$ cat config.mk
export PLATFORM = sky130hd
export DESIGN_NAME = first_fit_segment_allocator_flat
export DESIGN_NICKNAME = d
export VERILOG_FILES = /design/src/ffsa_pkg.sv /design/src/ffsa_if.sv /design/src/ffsa_ram.sv /design/src/ffsa_front.sv /design/src/ffsa_back.sv /design/src/first_fit_segment_allocator.sv /design/src/flat_wrapper.sv
export SDC_FILE = /design/constraint.sdc
export NUM_CORES = 2
export LEC_CHECK = 0
export ABC_AREA = 1
export ABC_CLOCK_PERIOD_IN_PS = 14150
export BUFFER_PORTS_ARGS = -buffer_cell sky130_fd_sc_hd__buf_4
export CELL_PAD_IN_SITES_DETAIL_PLACEMENT = 0
export CELL_PAD_IN_SITES_GLOBAL_PLACEMENT = 1
export CORE_AREA = 4 4 559 561
export DETAILED_ROUTE_END_ITERATION = 6
export DIE_AREA = 0 0 563 565
export HOLD_SLACK_MARGIN = 0.12
export PLACE_DENSITY = 0.82
export SYNTH_ARGS = -nofsm -noshare
export SYNTH_HDL_FRONTEND = slang
export SYNTH_SLANG_ARGS = --single-unit
export TNS_END_PERCENT = 1
$ cat constraint.sdc
create_clock -name clk -period 14.15 [get_ports clk]
set_input_delay 0.7075 -clock clk [delete_from_list [all_inputs] [get_ports clk]]
set_output_delay 0.7075 -clock clk [all_outputs]
set_load 0.02 [all_outputs]
$ cat src/ffsa_pkg.sv
// Package for the first-fit segment allocator: constants, codes, entry type.
// No dependencies.
package ffsa_pkg;
	localparam int MAX_SEGMENTS = 64;
	localparam int ID_BITS = 16;
	localparam int KB_W = 31;
	localparam int IDX_W = $clog2(MAX_SEGMENTS);
	localparam int CNT_W = $clog2(MAX_SEGMENTS + 1);
	localparam int SEG_W = KB_W + 1 + ID_BITS;
	localparam int QDEPTH = 2;
	localparam logic [KB_W-1:0] DISK_RESET = 31'd1048576;

	typedef enum logic [1:0] {
		REQ_INSERT  = 2'd0,
		REQ_REMOVE  = 2'd1,
		REQ_COMPACT = 2'd2,
		REQ_RESTART = 2'd3
	} req_t;

	typedef enum logic [1:0] {
		ST_OK       = 2'd0,
		ST_FULL     = 2'd1,
		ST_NOTFOUND = 2'd2,
		ST_TABLE    = 2'd3
	} status_t;

	typedef struct packed {
		logic [KB_W-1:0]    size;
		logic               used;
		logic [ID_BITS-1:0] owner;
	} seg_t;

	typedef struct packed {
		req_t               req;
		logic [ID_BITS-1:0] id;
		logic [KB_W-1:0]    size;
	} cmd_t;

	typedef enum logic [4:0] {
		S_IDLE,
		S_SCAN_RD, S_SCAN_CHK,
		S_INS_SH_RD, S_INS_SH_WR, S_INS_FIN,
		S_CMP_RD, S_CMP_WR, S_CMP_TAIL,
		S_INS2_RD, S_INS2_CHK,
		S_REM_RD, S_REM_CHK, S_REM_NRD, S_REM_NCHK,
		S_REM_PRD, S_REM_PCHK,
		S_DROP_RD, S_DROP_WR,
		S_DONE
	} state_t;
endpackage

$ cat src/ffsa_if.sv
// Valid/ready channel interfaces for the allocator.
// Depends on ffsa_pkg.
interface ffsa_req_if;
	logic                      valid;
	logic                      ready;
	logic [1:0]                req_type;
	logic [ffsa_pkg::ID_BITS-1:0] file_id;
	logic [ffsa_pkg::KB_W-1:0] size_kb;
	modport source (output valid, req_type, file_id, size_kb, input ready);
	modport sink (input valid, req_type, file_id, size_kb, output ready);
endinterface

interface ffsa_rsp_if;
	logic                       valid;
	logic                       ready;
	logic [1:0]                 status;
	logic [ffsa_pkg::KB_W-1:0]  free_kb;
	logic [ffsa_pkg::CNT_W-1:0] segment_count;
	modport source (output valid, status, free_kb, segment_count, input ready);
	modport sink (input valid, status, free_kb, segment_count, output ready);
endinterface

$ cat src/ffsa_ram.sv
// Generic single-port-write, single-read RAM with registered read.
// No dependencies.
module ffsa_ram #(
	parameter int WIDTH = 8,
	parameter int DEPTH = 16
) (
	input  logic                     clk,
	input  logic                     we,
	input  logic [$clog2(DEPTH)-1:0] waddr,
	input  logic [WIDTH-1:0]         wdata,
	input  logic [$clog2(DEPTH)-1:0] raddr,
	output logic [WIDTH-1:0]         rdata
);
	logic [WIDTH-1:0] mem_q [DEPTH];
	always_ff @(posedge clk) begin
		if (we) mem_q[waddr] <= wdata;
		rdata <= mem_q[raddr];
	end
endmodule

$ cat src/ffsa_front.sv
// Front end: accepts request transactions, classifies, queues commands.
// Depends on ffsa_pkg and ffsa_if.
module ffsa_front (
	input  logic              clk,
	input  logic              arst_n,
	ffsa_req_if.sink          req,
	output ffsa_pkg::cmd_t    cmd,
	output logic              cmd_valid,
	input  logic              cmd_pop
);
	import ffsa_pkg::*;
	localparam int QW = $clog2(QDEPTH);
	cmd_t           q_q [QDEPTH];
	logic [QW-1:0]  rp_q, wp_q;
	logic [QW:0]    cnt_q;
	logic           push;

	assign req.ready = (cnt_q != (QW+1)'(QDEPTH));
	assign push = req.valid && req.ready;
	assign cmd_valid = (cnt_q != '0);
	assign cmd = q_q[rp_q];

	always_ff @(posedge clk or negedge arst_n) begin
		if (!arst_n) begin
			rp_q <= '0;
			wp_q <= '0;
			cnt_q <= '0;
		end else begin
			if (push) wp_q <= wp_q + 1'b1;
			if (cmd_pop) rp_q <= rp_q + 1'b1;
			cnt_q <= cnt_q + (QW+1)'(push) - (QW+1)'(cmd_pop);
		end
	end

	always_ff @(posedge clk) begin
		if (push) begin
			q_q[wp_q].req <= req_t'(req.req_type);
			q_q[wp_q].id <= req.file_id;
			q_q[wp_q].size <= req.size_kb;
		end
	end
endmodule

$ cat src/ffsa_back.sv
// Back end: sequencer that walks and shifts the segment table in RAM.
// Depends on ffsa_pkg, ffsa_ram and ffsa_if.
module ffsa_back (
	input  logic              clk,
	input  logic              arst_n,
	input  logic              cfg_we,
	input  logic [ffsa_pkg::KB_W-1:0] cfg_wdata,
	input  ffsa_pkg::cmd_t    cmd,
	input  logic              cmd_valid,
	output logic              cmd_pop,
	ffsa_rsp_if.source        rsp
);
	import ffsa_pkg::*;

	state_t          st_q, st_d;
	cmd_t            c_q, c_d;
	logic [KB_W-1:0] disk_q, free_q, free_d;
	logic            full_q, full_d;
	logic [CNT_W-1:0] tot_q, tot_d;
	logic [CNT_W-1:0] i_q, i_d, k_q, k_d, w_q, w_d;
	seg_t            hold_q, hold_d;
	logic [1:0]      stat_q, stat_d;
	logic            rv_q, rv_d;

	logic            we;
	logic [IDX_W-1:0] waddr, raddr;
	seg_t            wdata, rdata;
	logic [SEG_W-1:0] rdata_raw;

	ffsa_ram #(.WIDTH(SEG_W), .DEPTH(MAX_SEGMENTS)) u_ram (
		.clk(clk), .we(we), .waddr(waddr), .wdata(wdata),
		.raddr(raddr), .rdata(rdata_raw)
	);
	assign rdata = seg_t'(rdata_raw);

	assign rsp.valid = rv_q;
	assign rsp.status = stat_q;
	assign rsp.free_kb = free_q;
	assign rsp.segment_count = tot_q;

	always_ff @(posedge clk or negedge arst_n) begin
		if (!arst_n) begin
			st_q <= S_IDLE;
			disk_q <= DISK_RESET;
			free_q <= DISK_RESET;
			full_q <= 1'b0;
			tot_q <= CNT_W'(1);
			rv_q <= 1'b0;
		end else begin
			st_q <= st_d;
			if (cfg_we) disk_q <= cfg_wdata;
			free_q <= free_d;
			full_q <= full_d;
			tot_q <= tot_d;
			rv_q <= rv_d;
		end
	end

	always_ff @(posedge clk) begin
		c_q <= c_d;
		i_q <= i_d;
		k_q <= k_d;
		w_q <= w_d;
		hold_q <= hold_d;
		stat_q <= stat_d;
	end

	// entry 0 is the reset free segment until first written
	logic init_q;
	always_ff @(posedge clk or negedge arst_n) begin
		if (!arst_n) init_q <= 1'b1;
		else if (we && waddr == '0) init_q <= 1'b0;
	end
	logic [IDX_W-1:0] raddr_s1;
	always_ff @(posedge clk) raddr_s1 <= raddr;
	seg_t rd;
	always_comb begin
		rd = rdata;
		if (init_q && raddr_s1 == '0) rd = '{size: DISK_RESET, used: 1'b0, owner: '0};
	end

	always_comb begin
		st_d = st_q;
		c_d = c_q;
		free_d = free_q;
		full_d = full_q;
		tot_d = tot_q;
		i_d = i_q;
		k_d = k_q;
		w_d = w_q;
		hold_d = hold_q;
		stat_d = stat_q;
		rv_d = rv_q;
		cmd_pop = 1'b0;
		we = 1'b0;
		waddr = '0;
		wdata = '0;
		raddr = i_q[IDX_W-1:0];
		if (rv_q && rsp.ready) rv_d = 1'b0;
		unique case (st_q)
			S_IDLE: begin
				if (cmd_valid && !rv_q) begin
					cmd_pop = 1'b1;
					c_d = cmd;
					i_d = '0;
					stat_d = ST_OK;
					priority if (cmd.req == REQ_RESTART) begin
						we = 1'b1;
						wdata = '{size: disk_q, used: 1'b0, owner: '0};
						tot_d = CNT_W'(1);
						free_d = disk_q;
						full_d = 1'b0;
						st_d = S_DONE;
					end else if (full_q) begin
						stat_d = ST_FULL;
						st_d = S_DONE;
					end else if (cmd.req == REQ_INSERT) begin
						if (cmd.size > free_q) begin
							full_d = 1'b1;
							stat_d = ST_FULL;
							st_d = S_DONE;
						end else st_d = S_SCAN_RD;
					end else if (cmd.req == REQ_REMOVE) st_d = S_REM_RD;
					else begin
						w_d = '0;
						st_d = S_CMP_RD;
					end
				end
			end
			S_SCAN_RD: begin
				raddr = i_q[IDX_W-1:0];
				if (i_q >= tot_q) begin
					w_d = '0;
					i_d = '0;
					st_d = S_CMP_RD;
				end else st_d = S_SCAN_CHK;
			end
			S_SCAN_CHK: begin
				if (!rd.used && rd.size >= c_q.size) begin
					if (tot_q >= CNT_W'(MAX_SEGMENTS)) begin
						stat_d = ST_TABLE;
						st_d = S_DONE;
					end else begin
						k_d = i_q;
						hold_d = rd;
						i_d = tot_q;
						st_d = S_INS_SH_RD;
					end
				end else begin
					i_d = i_q + 1'b1;
					st_d = S_SCAN_RD;
				end
			end
			S_INS_SH_RD: begin
				raddr = IDX_W'(i_q - 1'b1);
				if (i_q == k_q + 1'b1) st_d = S_INS_FIN;
				else if (i_q > k_q + 1'b1) st_d = S_INS_SH_WR;
				else st_d = S_INS_FIN;
			end
			S_INS_SH_WR: begin
				we = 1'b1;
				waddr = i_q[IDX_W-1:0];
				wdata = rd;
				i_d = i_q - 1'b1;
				st_d = S_INS_SH_RD;
			end
			S_INS_FIN: begin
				if (i_q == k_q + 1'b1) begin
					we = 1'b1;
					waddr = i_q[IDX_W-1:0];
					wdata = '{size: hold_q.size - c_q.size, used: 1'b0, owner: '0};
					i_d = k_q;
				end else begin
					we = 1'b1;
					waddr = k_q[IDX_W-1:0];
					wdata = '{size: c_q.size, used: 1'b1, owner: c_q.id};
					tot_d = tot_q + 1'b1;
					free_d = free_q - c_q.size;
					st_d = S_DONE;
				end
			end
			S_CMP_RD: begin
				raddr = i_q[IDX_W-1:0];
				if (i_q >= tot_q) st_d = S_CMP_TAIL;
				else st_d = S_CMP_WR;
			end
			S_CMP_WR: begin
				if (rd.used) begin
					we = 1'b1;
					waddr = w_q[IDX_W-1:0];
					wdata = rd;
					w_d = w_q + 1'b1;
				end
				i_d = i_q + 1'b1;
				st_d = S_CMP_RD;
			end
			S_CMP_TAIL: begin
				if (w_q < CNT_W'(MAX_SEGMENTS)) begin
					we = 1'b1;
					waddr = w_q[IDX_W-1:0];
					wdata = '{size: free_q, used: 1'b0, owner: '0};
					tot_d = w_q + 1'b1;
				end else tot_d = w_q;
				if (c_q.req == REQ_INSERT) st_d = S_INS2_RD;
				else st_d = S_DONE;
			end
			S_INS2_RD: begin
				i_d = tot_q - 1'b1;
				raddr = IDX_W'(tot_q - 1'b1);
				st_d = S_INS2_CHK;
			end
			S_INS2_CHK: begin
				if (tot_q != '0 && !rd.used && rd.size >= c_q.size) begin
					if (tot_q >= CNT_W'(MAX_SEGMENTS)) begin
						stat_d = ST_TABLE;
						st_d = S_DONE;
					end else begin
						k_d = i_q;
						hold_d = rd;
						i_d = tot_q;
						st_d = S_INS_SH_RD;
					end
				end else if (tot_q >= CNT_W'(MAX_SEGMENTS)) begin
					stat_d = ST_TABLE;
					st_d = S_DONE;
				end else begin
					full_d = 1'b1;
					stat_d = ST_FULL;
					st_d = S_DONE;
				end
			end
			S_REM_RD: begin
				raddr = i_q[IDX_W-1:0];
				if (i_q >= tot_q) begin
					stat_d = ST_NOTFOUND;
					st_d = S_DONE;
				end else st_d = S_REM_CHK;
			end
			S_REM_CHK: begin
				if (rd.used && rd.owner == c_q.id) begin
					k_d = i_q;
					hold_d = '{size: rd.size, used: 1'b0, owner: '0};
					free_d = free_q + rd.size;
					st_d = S_REM_NRD;
				end else begin
					i_d = i_q + 1'b1;
					st_d = S_REM_RD;
				end
			end
			S_REM_NRD: begin
				raddr = IDX_W'(k_q + 1'b1);
				if (k_q + 1'b1 < tot_q) st_d = S_REM_NCHK;
				else st_d = S_REM_PRD;
			end
			S_REM_NCHK: begin
				if (!rd.used) begin
					hold_d.size = hold_q.size + rd.size;
					i_d = k_q + 1'b1;
					w_d = '0;
					st_d = S_DROP_RD;
				end else st_d = S_REM_PRD;
			end
			S_REM_PRD: begin
				raddr = IDX_W'(k_q - 1'b1);
				if (k_q != '0) st_d = S_REM_PCHK;
				else begin
					we = 1'b1;
					waddr = k_q[IDX_W-1:0];
					wdata = hold_q;
					st_d = S_DONE;
				end
			end
			S_REM_PCHK: begin
				if (!rd.used) begin
					hold_d.size = rd.size + hold_q.size;
					k_d = k_q - 1'b1;
					i_d = k_q;
					w_d = CNT_W'(1);
					st_d = S_DROP_RD;
				end else begin
					we = 1'b1;
					waddr = k_q[IDX_W-1:0];
					wdata = hold_q;
					st_d = S_DONE;
				end
			end
			// remove entry i by shifting down; w_q marks the final pass
			S_DROP_RD: begin
				raddr = IDX_W'(i_q + 1'b1);
				if (i_q + 1'b1 < tot_q) st_d = S_DROP_WR;
				else begin
					tot_d = tot_q - 1'b1;
					if (w_q == '0) st_d = S_REM_PRD;
					else begin
						we = 1'b1;
						waddr = k_q[IDX_W-1:0];
						wdata = hold_q;
						st_d = S_DONE;
					end
				end
			end
			S_DROP_WR: begin
				we = 1'b1;
				waddr = i_q[IDX_W-1:0];
				wdata = rd;
				i_d = i_q + 1'b1;
				st_d = S_DROP_RD;
			end
			S_DONE: begin
				rv_d = 1'b1;
				st_d = S_IDLE;
			end
			default: st_d = S_IDLE;
		endcase
	end
endmodule

$ cat src/first_fit_segment_allocator.sv
// First-fit segment allocator: 64-entry segment table in one RAM, one result per request.
// Restart and a sticky-full reply need no table walk; walks and shifts read and then check or write
// each entry; the worst case is a failed scan, compaction of 64 entries, then an insert.
// Throughput: one request at a time in the back end; two requests can queue in front.
// Reset: asynchronous, active low; table holds one free segment of 1048576 KB.
// Depends on ffsa_pkg, ffsa_if, ffsa_front, ffsa_back.
module first_fit_segment_allocator (
	input  logic                      clk,
	input  logic                      arst_n,
	input  logic                      cfg_we,
	input  logic [ffsa_pkg::KB_W-1:0] cfg_wdata,
	ffsa_req_if.sink                  req,
	ffsa_rsp_if.source                rsp
);
	import ffsa_pkg::*;
	cmd_t cmd;
	logic cmd_valid, cmd_pop;

	ffsa_front u_front (
		.clk(clk), .arst_n(arst_n), .req(req),
		.cmd(cmd), .cmd_valid(cmd_valid), .cmd_pop(cmd_pop)
	);
	ffsa_back u_back (
		.clk(clk), .arst_n(arst_n), .cfg_we(cfg_we), .cfg_wdata(cfg_wdata),
		.cmd(cmd), .cmd_valid(cmd_valid), .cmd_pop(cmd_pop), .rsp(rsp)
	);
endmodule

$ cat src/flat_wrapper.sv
// flat-port wrapper written by rule: the top's interface ports become plain ports
module first_fit_segment_allocator_flat import ffsa_pkg::*;
  (clk, arst_n, cfg_we, cfg_wdata, req_valid, req_req_type, req_file_id, req_size_kb, req_ready, rsp_valid, rsp_status, rsp_free_kb, rsp_segment_count, rsp_ready);
  ffsa_req_if req_i ();
  ffsa_rsp_if rsp_i ();
  input  logic clk;
  input  logic arst_n;
  input  logic cfg_we;
  input  logic [ffsa_pkg::KB_W-1:0] cfg_wdata;
  input wire logic [$bits(req_i.valid)-1:0] req_valid;
  input wire logic [$bits(req_i.req_type)-1:0] req_req_type;
  input wire logic [$bits(req_i.file_id)-1:0] req_file_id;
  input wire logic [$bits(req_i.size_kb)-1:0] req_size_kb;
  output wire logic [$bits(req_i.ready)-1:0] req_ready;
  output wire logic [$bits(rsp_i.valid)-1:0] rsp_valid;
  output wire logic [$bits(rsp_i.status)-1:0] rsp_status;
  output wire logic [$bits(rsp_i.free_kb)-1:0] rsp_free_kb;
  output wire logic [$bits(rsp_i.segment_count)-1:0] rsp_segment_count;
  input wire logic [$bits(rsp_i.ready)-1:0] rsp_ready;
  assign req_i.valid = req_valid;
  assign req_i.req_type = req_req_type;
  assign req_i.file_id = req_file_id;
  assign req_i.size_kb = req_size_kb;
  assign req_ready = req_i.ready;
  assign rsp_valid = rsp_i.valid;
  assign rsp_status = rsp_i.status;
  assign rsp_free_kb = rsp_i.free_kb;
  assign rsp_segment_count = rsp_i.segment_count;
  assign rsp_i.ready = rsp_ready;
  first_fit_segment_allocator u_core (.clk(clk), .arst_n(arst_n), .cfg_we(cfg_we), .cfg_wdata(cfg_wdata), .req(req_i), .rsp(rsp_i));
endmodule
Yosys cells after proc, flatten, opt, wreduce, memory -nomap -nowiden
Memories as Yosys holds them, arrays and structs flattened. A register that Yosys moved wholly into a read port is not among the register bits. Index checks and enable logic that the tools add are counted.

Flip-flop bits (word level): 207. Bits in latches: 0. Memory bits (writable): 3170. Memory bits (read-only): 0. Bits of input ports: 85. Output and inout port bits: 42. Logic and storage cells: 259. Memories: 2.

Memories: u_core.u_back.u_ram.mem_q (words 64, bits a word 48, rd ports 1, clocked after memory_dff 1, wr ports 1, line ffsa_ram.sv:14) `logic [WIDTH-1:0] mem_q [DEPTH];`; u_core.u_front.q_q (words 2, bits a word 49, rd ports 1, clocked after memory_dff 0, wr ports 1, line ffsa_front.sv:13) `cmd_t q_q [QDEPTH];`.

Add/sub/neg operators: 15. $mul: 0. Div/mod/pow operators: 0. Order comparisons: 8. Eq/ne operators: 45. Shifts and indexed selects: 0. Multiplexer cells: 122. Bitwise gates (word level): 0. Reduce and logical (&&, ||, !) cells: 46.

Operators by type and width (number): $mux W48 (14); $pmux W48 S8 (1); $mux W7 (27); $mux W31 (5); $pmux W31 S4 (1); $pmux W5 S19 (1); $pmux W31 S3 (1); $pmux W7 S11 (1); $mux W5 (14); $add A31 B31 Y31 (2); $sub A31 B31 Y31 (2); $pmux W7 S4 (2); $pmux W17 S3 (1); $ne A2 B2 Y1 const B (22); $mux W6 (7); $pmux W6 S7 (1); $eq A5 B4 Y1 const B (8); $pmux W7 S5 (1); $ge A31 B31 Y1 (1); $gt A31 B31 Y1 (1); $pmux W6 S5 (1); $mux W1 (29); $add A7 B1 Y7 const B (4); $sub A7 B1 Y7 const B (3); 41 further kinds (86).

Longest topological paths before layout
Word-level depth: 8. Mapped depth: 25. Mapped depth without buffers: 25.

By module
Synthesis repeated with hierarchy kept, for this count alone.

Cell total of the unflattened synthesis: 13206. Area, all modules: 148356.0 µm².

Modules (own cells, without submodules): ffsa_ram (instances 1, cells an instance 10129, area an instance 124356.8 µm², sequential area each 93209.4 µm²); ffsa_back (instances 1, cells an instance 2897, area an instance 20002.9 µm², sequential area each 5655.4 µm²); ffsa_front (instances 1, cells an instance 180, area an instance 3996.3 µm², sequential area each 3042.9 µm²).

Least setup slack after synthesis
OpenSTA, ideal clock, no wires.

Kind: register to register. Start point: register u_core.u_back.st_q[0]. End point: memory u_core.u_back.u_ram.mem_q[0][19] (netlist bit), data pin. Library setup time: 0.554 ns. Arrival: 6.096 ns. Required time: 13.596 ns. Slack: 7.500 ns. Cell stages (with the launch flop): 11. Buffers on the path: 1. Period minus slack after synthesis: 6.650 ns. Path through: dfrtp_1 nor2_1 nand2_1 nor2_1 inv_2 nor2_1 inv_1 nor2_2 clkinv_1 clkbuf_1 o2111ai_1.

Cells in the longest elaborated chain, start to end: 3. Elaborated cells on any way between the ends: 11. Those cells by class: eq/ne (8); mux (1); reduce/logical (2).

RTL lines: start, declared (line ffsa_back.sv:15) `state_t st_q, st_d;`; start signal, assigned (line ffsa_back.sv:50) `st_q <= st_d;`; $eq A5 B5 Y1 / $eq A5 B3 Y1 (equally long branches) (line ffsa_back.sv:100) `unique case (st_q)`; $reduce_or A2 Y1 (no source line); $pmux W48 S8 * (line ffsa_back.sv:100); named net u_core.u_back.u_ram.wdata[19] (line ffsa_ram.sv:10) `input logic [WIDTH-1:0] wdata,`; end, declared (line ffsa_ram.sv:14).

The timed path passes the listed nets; every way through them passes the cells marked *.

Final worst setup path
Start point: register u_core.u_back.st_q[4]. End point: register u_core.u_back.u_ram.rdata[11] (read register of u_core.u_back.u_ram.mem_q).

Cells in the longest elaborated chain, start to end: 2. Elaborated cells on any way between the ends: 6. Those cells by class: eq/ne (5); mux (1).

RTL lines: $eq A5 B5 Y1, or another cell as far along (line ffsa_back.sv:100); $pmux W6 S5 * (line ffsa_back.sv:100); end, declared (line ffsa_ram.sv:12) `output logic [WIDTH-1:0] rdata`.

Mark *: on every way between the ends. The rest lies on a longest branch, timed or not. A chain may end at the register's enable or synchronous reset.

==> flow_summary.json <==
{
  "drive_above_1_share": 0.0744,
  "cts_tree": "done",
  "end_kind": "flop",
  "setup_violations": 0,
  "clk-insertion-delay-late_ns": 0.96,
  "netlist.area_leader.share": 0.644,
  "placementRows": 204,
  "antenna_found_initial": 12,
  "criticalPathCategory": "flop to flop",
  "yosysSeqAreaShare": 0.664,
  "worst_slew_pin_slew_ns": 1.30,
  "cp-start-kind": "flop",
  "async_flop_share": 0.0236,
  "fin_crit_ns": 6.91,
  "routedWlPerCell_um": 25.8,
  "slew_headroom": 0.132,
  "hold_viol": 0,
  "ant_nets": 0,
  "synth_ff_type": "edfxtp_1",
  "yosys_warnings": 0,
  "synth.most_common_cell": "edfxtp_1",
  "fp.dieArea_mm2": 0.318,
  "whs_ns": 0.312,
  "syn-instance-count": 14158,
  "grt_pass1_vias": 98897,
  "grt_overflow": 0,
  "fillCellCount": 25699,
  "placed_area_mm2": 0.159,
  "synth_area_mm2": 0.153,
  "synthTopCellsByArea": "edfxtp_1 (64%), nand2_1 (7.3%), nand3_1 (6.9%)",
  "crit_path_max_fanout": 219,
  "grt_pass1_wl_mm": 689,
  "grt_use_total": 0.294,
  "required_ns": 14.96,
  "finalCritPeriodShare": 0.488,
  "coreArea_mm2": 0.308,
  "synth_area_per_cell_um2": 10.8,
  "synthTopCellsByCount": "edfxtp_1 (3,290), nand2_1 (2,975), inv_1 (2,160), nand3_1 (2,120), o211ai_1 (928)",
  "root_buffer": "clkbuf_16",
  "cts_max_level": 5,
  "dp_hpwl_mm": 272,
  "cts.clk_slew.worst_paths_ns": 0.06,
  "yosysTopAreaCell": "edfxtp_1",
  "dr.pass1.iters": 6,
  "initial_core_util": 0.499,
  "grt_max_degree": 249,
  "ios": 127,
  "nets": 14465,
  "finalClockSkew_ns": 0.0920,
  "globalplace.congestion": 0.960,
  "cts.sinks": 3425,
  "drt_wl_total_mm": 480,
  "synth_edf_count": 3290,
  "cts_buffer_depth": 4,
  "min_path_type": "input port to asynchronous set/reset pin",
  "finalSetupTns_ns": 0,
  "cap_violations": 0,
  "crit_arrival_ns": 7.72,
  "cts_buffers": 361,
  "rsz0062_at_grt": "no",
  "drc_errors": 0,
  "synth.distinct_cells": 61,
  "synth_seq_cells": 3425,
  "drtIter0Drc": 13649,
  "vias": 107872,
  "die_w_um": 563,
  "final_area_mm2": 0.172,
  "cts_setup_buffers": 0,
  "vias_per_cell": 5.79,
  "synth_nets": 14422,
  "slew_viol_final": 0,
  "status": "finished clean",
  "syn_to_final_growth_pct": 12.0,
  "fmax_mhz": 145,
  "die_h_um": 565,
  "placement.io_buffers": 126
}
timing repair:
action                                 4_1_cts  5_1_grt
endpoints found under the hold margin      155        0
gates resized for setup                      0        0
hold buffers                                83        0
setup endpoints to repair                    0        0
per-stage QoR:
step,util,setup WS (ns),instances
2_1_floorplan,-,7.50,14158
3_3_place_gp,0.517,7.52,17875
3_5_place_dp,0.517,7.44,17875
4_1_cts,0.558,7.50,18621
5_1_grt,0.558,6.95,18623
6_report,0.558,7.24,18624
path summary, 6_finish.rpt:
kind,from,to,slack [ns],cells past startpoint
worst max register to register,u_core.u_back.st_q[4],u_core.u_back.u_ram.rdata[11],7.24,19
worst max-delay path,u_core.u_back.st_q[4],u_core.u_back.u_ram.rdata[11],7.24,19
min in group clk,cfg_we,u_core.u_back.disk_q[9],0.38,3
max in group asynchronous,arst_n,u_core.u_front.rp_q,12.61,3
worst min register to register,u_core.u_back.init_q,u_core.u_back.init_q,0.46,2
worst min-delay path,arst_n,u_core.u_back.rsp.segment_count[6],0.31,2
critical path, cell delays in order, from the launching register on:
cell      delay, ns
dfrtp_1        0.45
inv_2          0.16
nand3_2        0.18
nor2_2         0.27
nor2_1         0.11
nand3_4        0.20
nand4_4        0.15
buf_4          0.37
nand2_8        0.60
buf_4          0.71
buf_4          0.79
buf_12         0.71
buf_12         0.63
nand2_1        0.12
o211ai_1       0.14
nand3_1        0.10
nand3_1        0.13
nand3_1        0.11
nand3_1        0.23
nand2_1        0.08
layout make-up:
class | instances | area [µm²] | share of cell area
diodes | 3 | 7.51 | 0.0000437
clock buffers | 465 | 9660 | 0.0562
clock inverters | 198 | 2110 | 0.0123
inverters | 2174 | 8190 | 0.0476
multi-input cells | 7795 | 41100 | 0.239
flip-flops and latches | 3425 | 102000 | 0.593
well taps | 4120 | 5150 | 0.0300
repair buffers | 444 | 3750 | 0.0218
metal layers:
layer  vias to the layer above  global-route usage  part of all wire
met2                      5529               0.466              0.46
li1                      49066                   -                 -
met4                         6               0.115             0.044
met5                         -                   0          0.000079
met3                       948              0.0454              0.10
met1                     52323               0.409              0.40
cell usage in the layout (no fill, tap or decap), types with 12 or more instances in the layout:
master and instances:
a21oi_1 247, a221oi_1 22, a22oi_1 15, a31oi_1 16, buf_12 17, buf_4 344
bufinv_16 33, clkbuf_1 86, clkbuf_16 366, clkbuf_8 13, clkinv_1 72, clkinv_2 63
dfrtp_1 76, dfxtp_1 54, dlygate4sd3_1 83, edfxtp_1 3290, ha_1 177, inv_1 2157
nand2_1 2961, nand2_2 13, nand3_1 2116, nand3b_1 103, nand4_1 39, nor2_1 282
nor2_4 71, nor3_1 47, nor4_1 16, o2111ai_1 13, o2111ai_4 12, o211ai_1 928
o21ai_0 307, o21bai_1 12, o22ai_1 57, or2_1 106, or2_2 49, xnor2_1 24
xor2_1 50
sequential cells by signal (all words and copies together), names as in the netlist, 31 cells and up:
signal,flops
u_core.u_back.rsp.free_kb,31
u_core.u_back.u_ram.mem_q,3072
u_core.u_front.q_q,98
u_core.u_back.u_ram.rdata,48
u_core.u_back.disk_q,31
u_core.u_back.c_q,49
u_core.u_back.hold_q,48
logic make-up after synthesis:
kind of cell | count (synthesis) | synth area share
DFF | 3425 | 0.664
muxes | 5 | 0.000367
and+or+nand+nor | 5826 | 0.167
AOI/OAI and AO/OA | 1711 | 0.0747
buffers and inverters | 2938 | 0.0753
xor gates and xnor gates | 74 | 0.00422
adders and majority gates | 179 | 0.0147
Power is not shown: default switching activity piles up to over one toggle a cycle in this logic, so the estimate is an artifact.
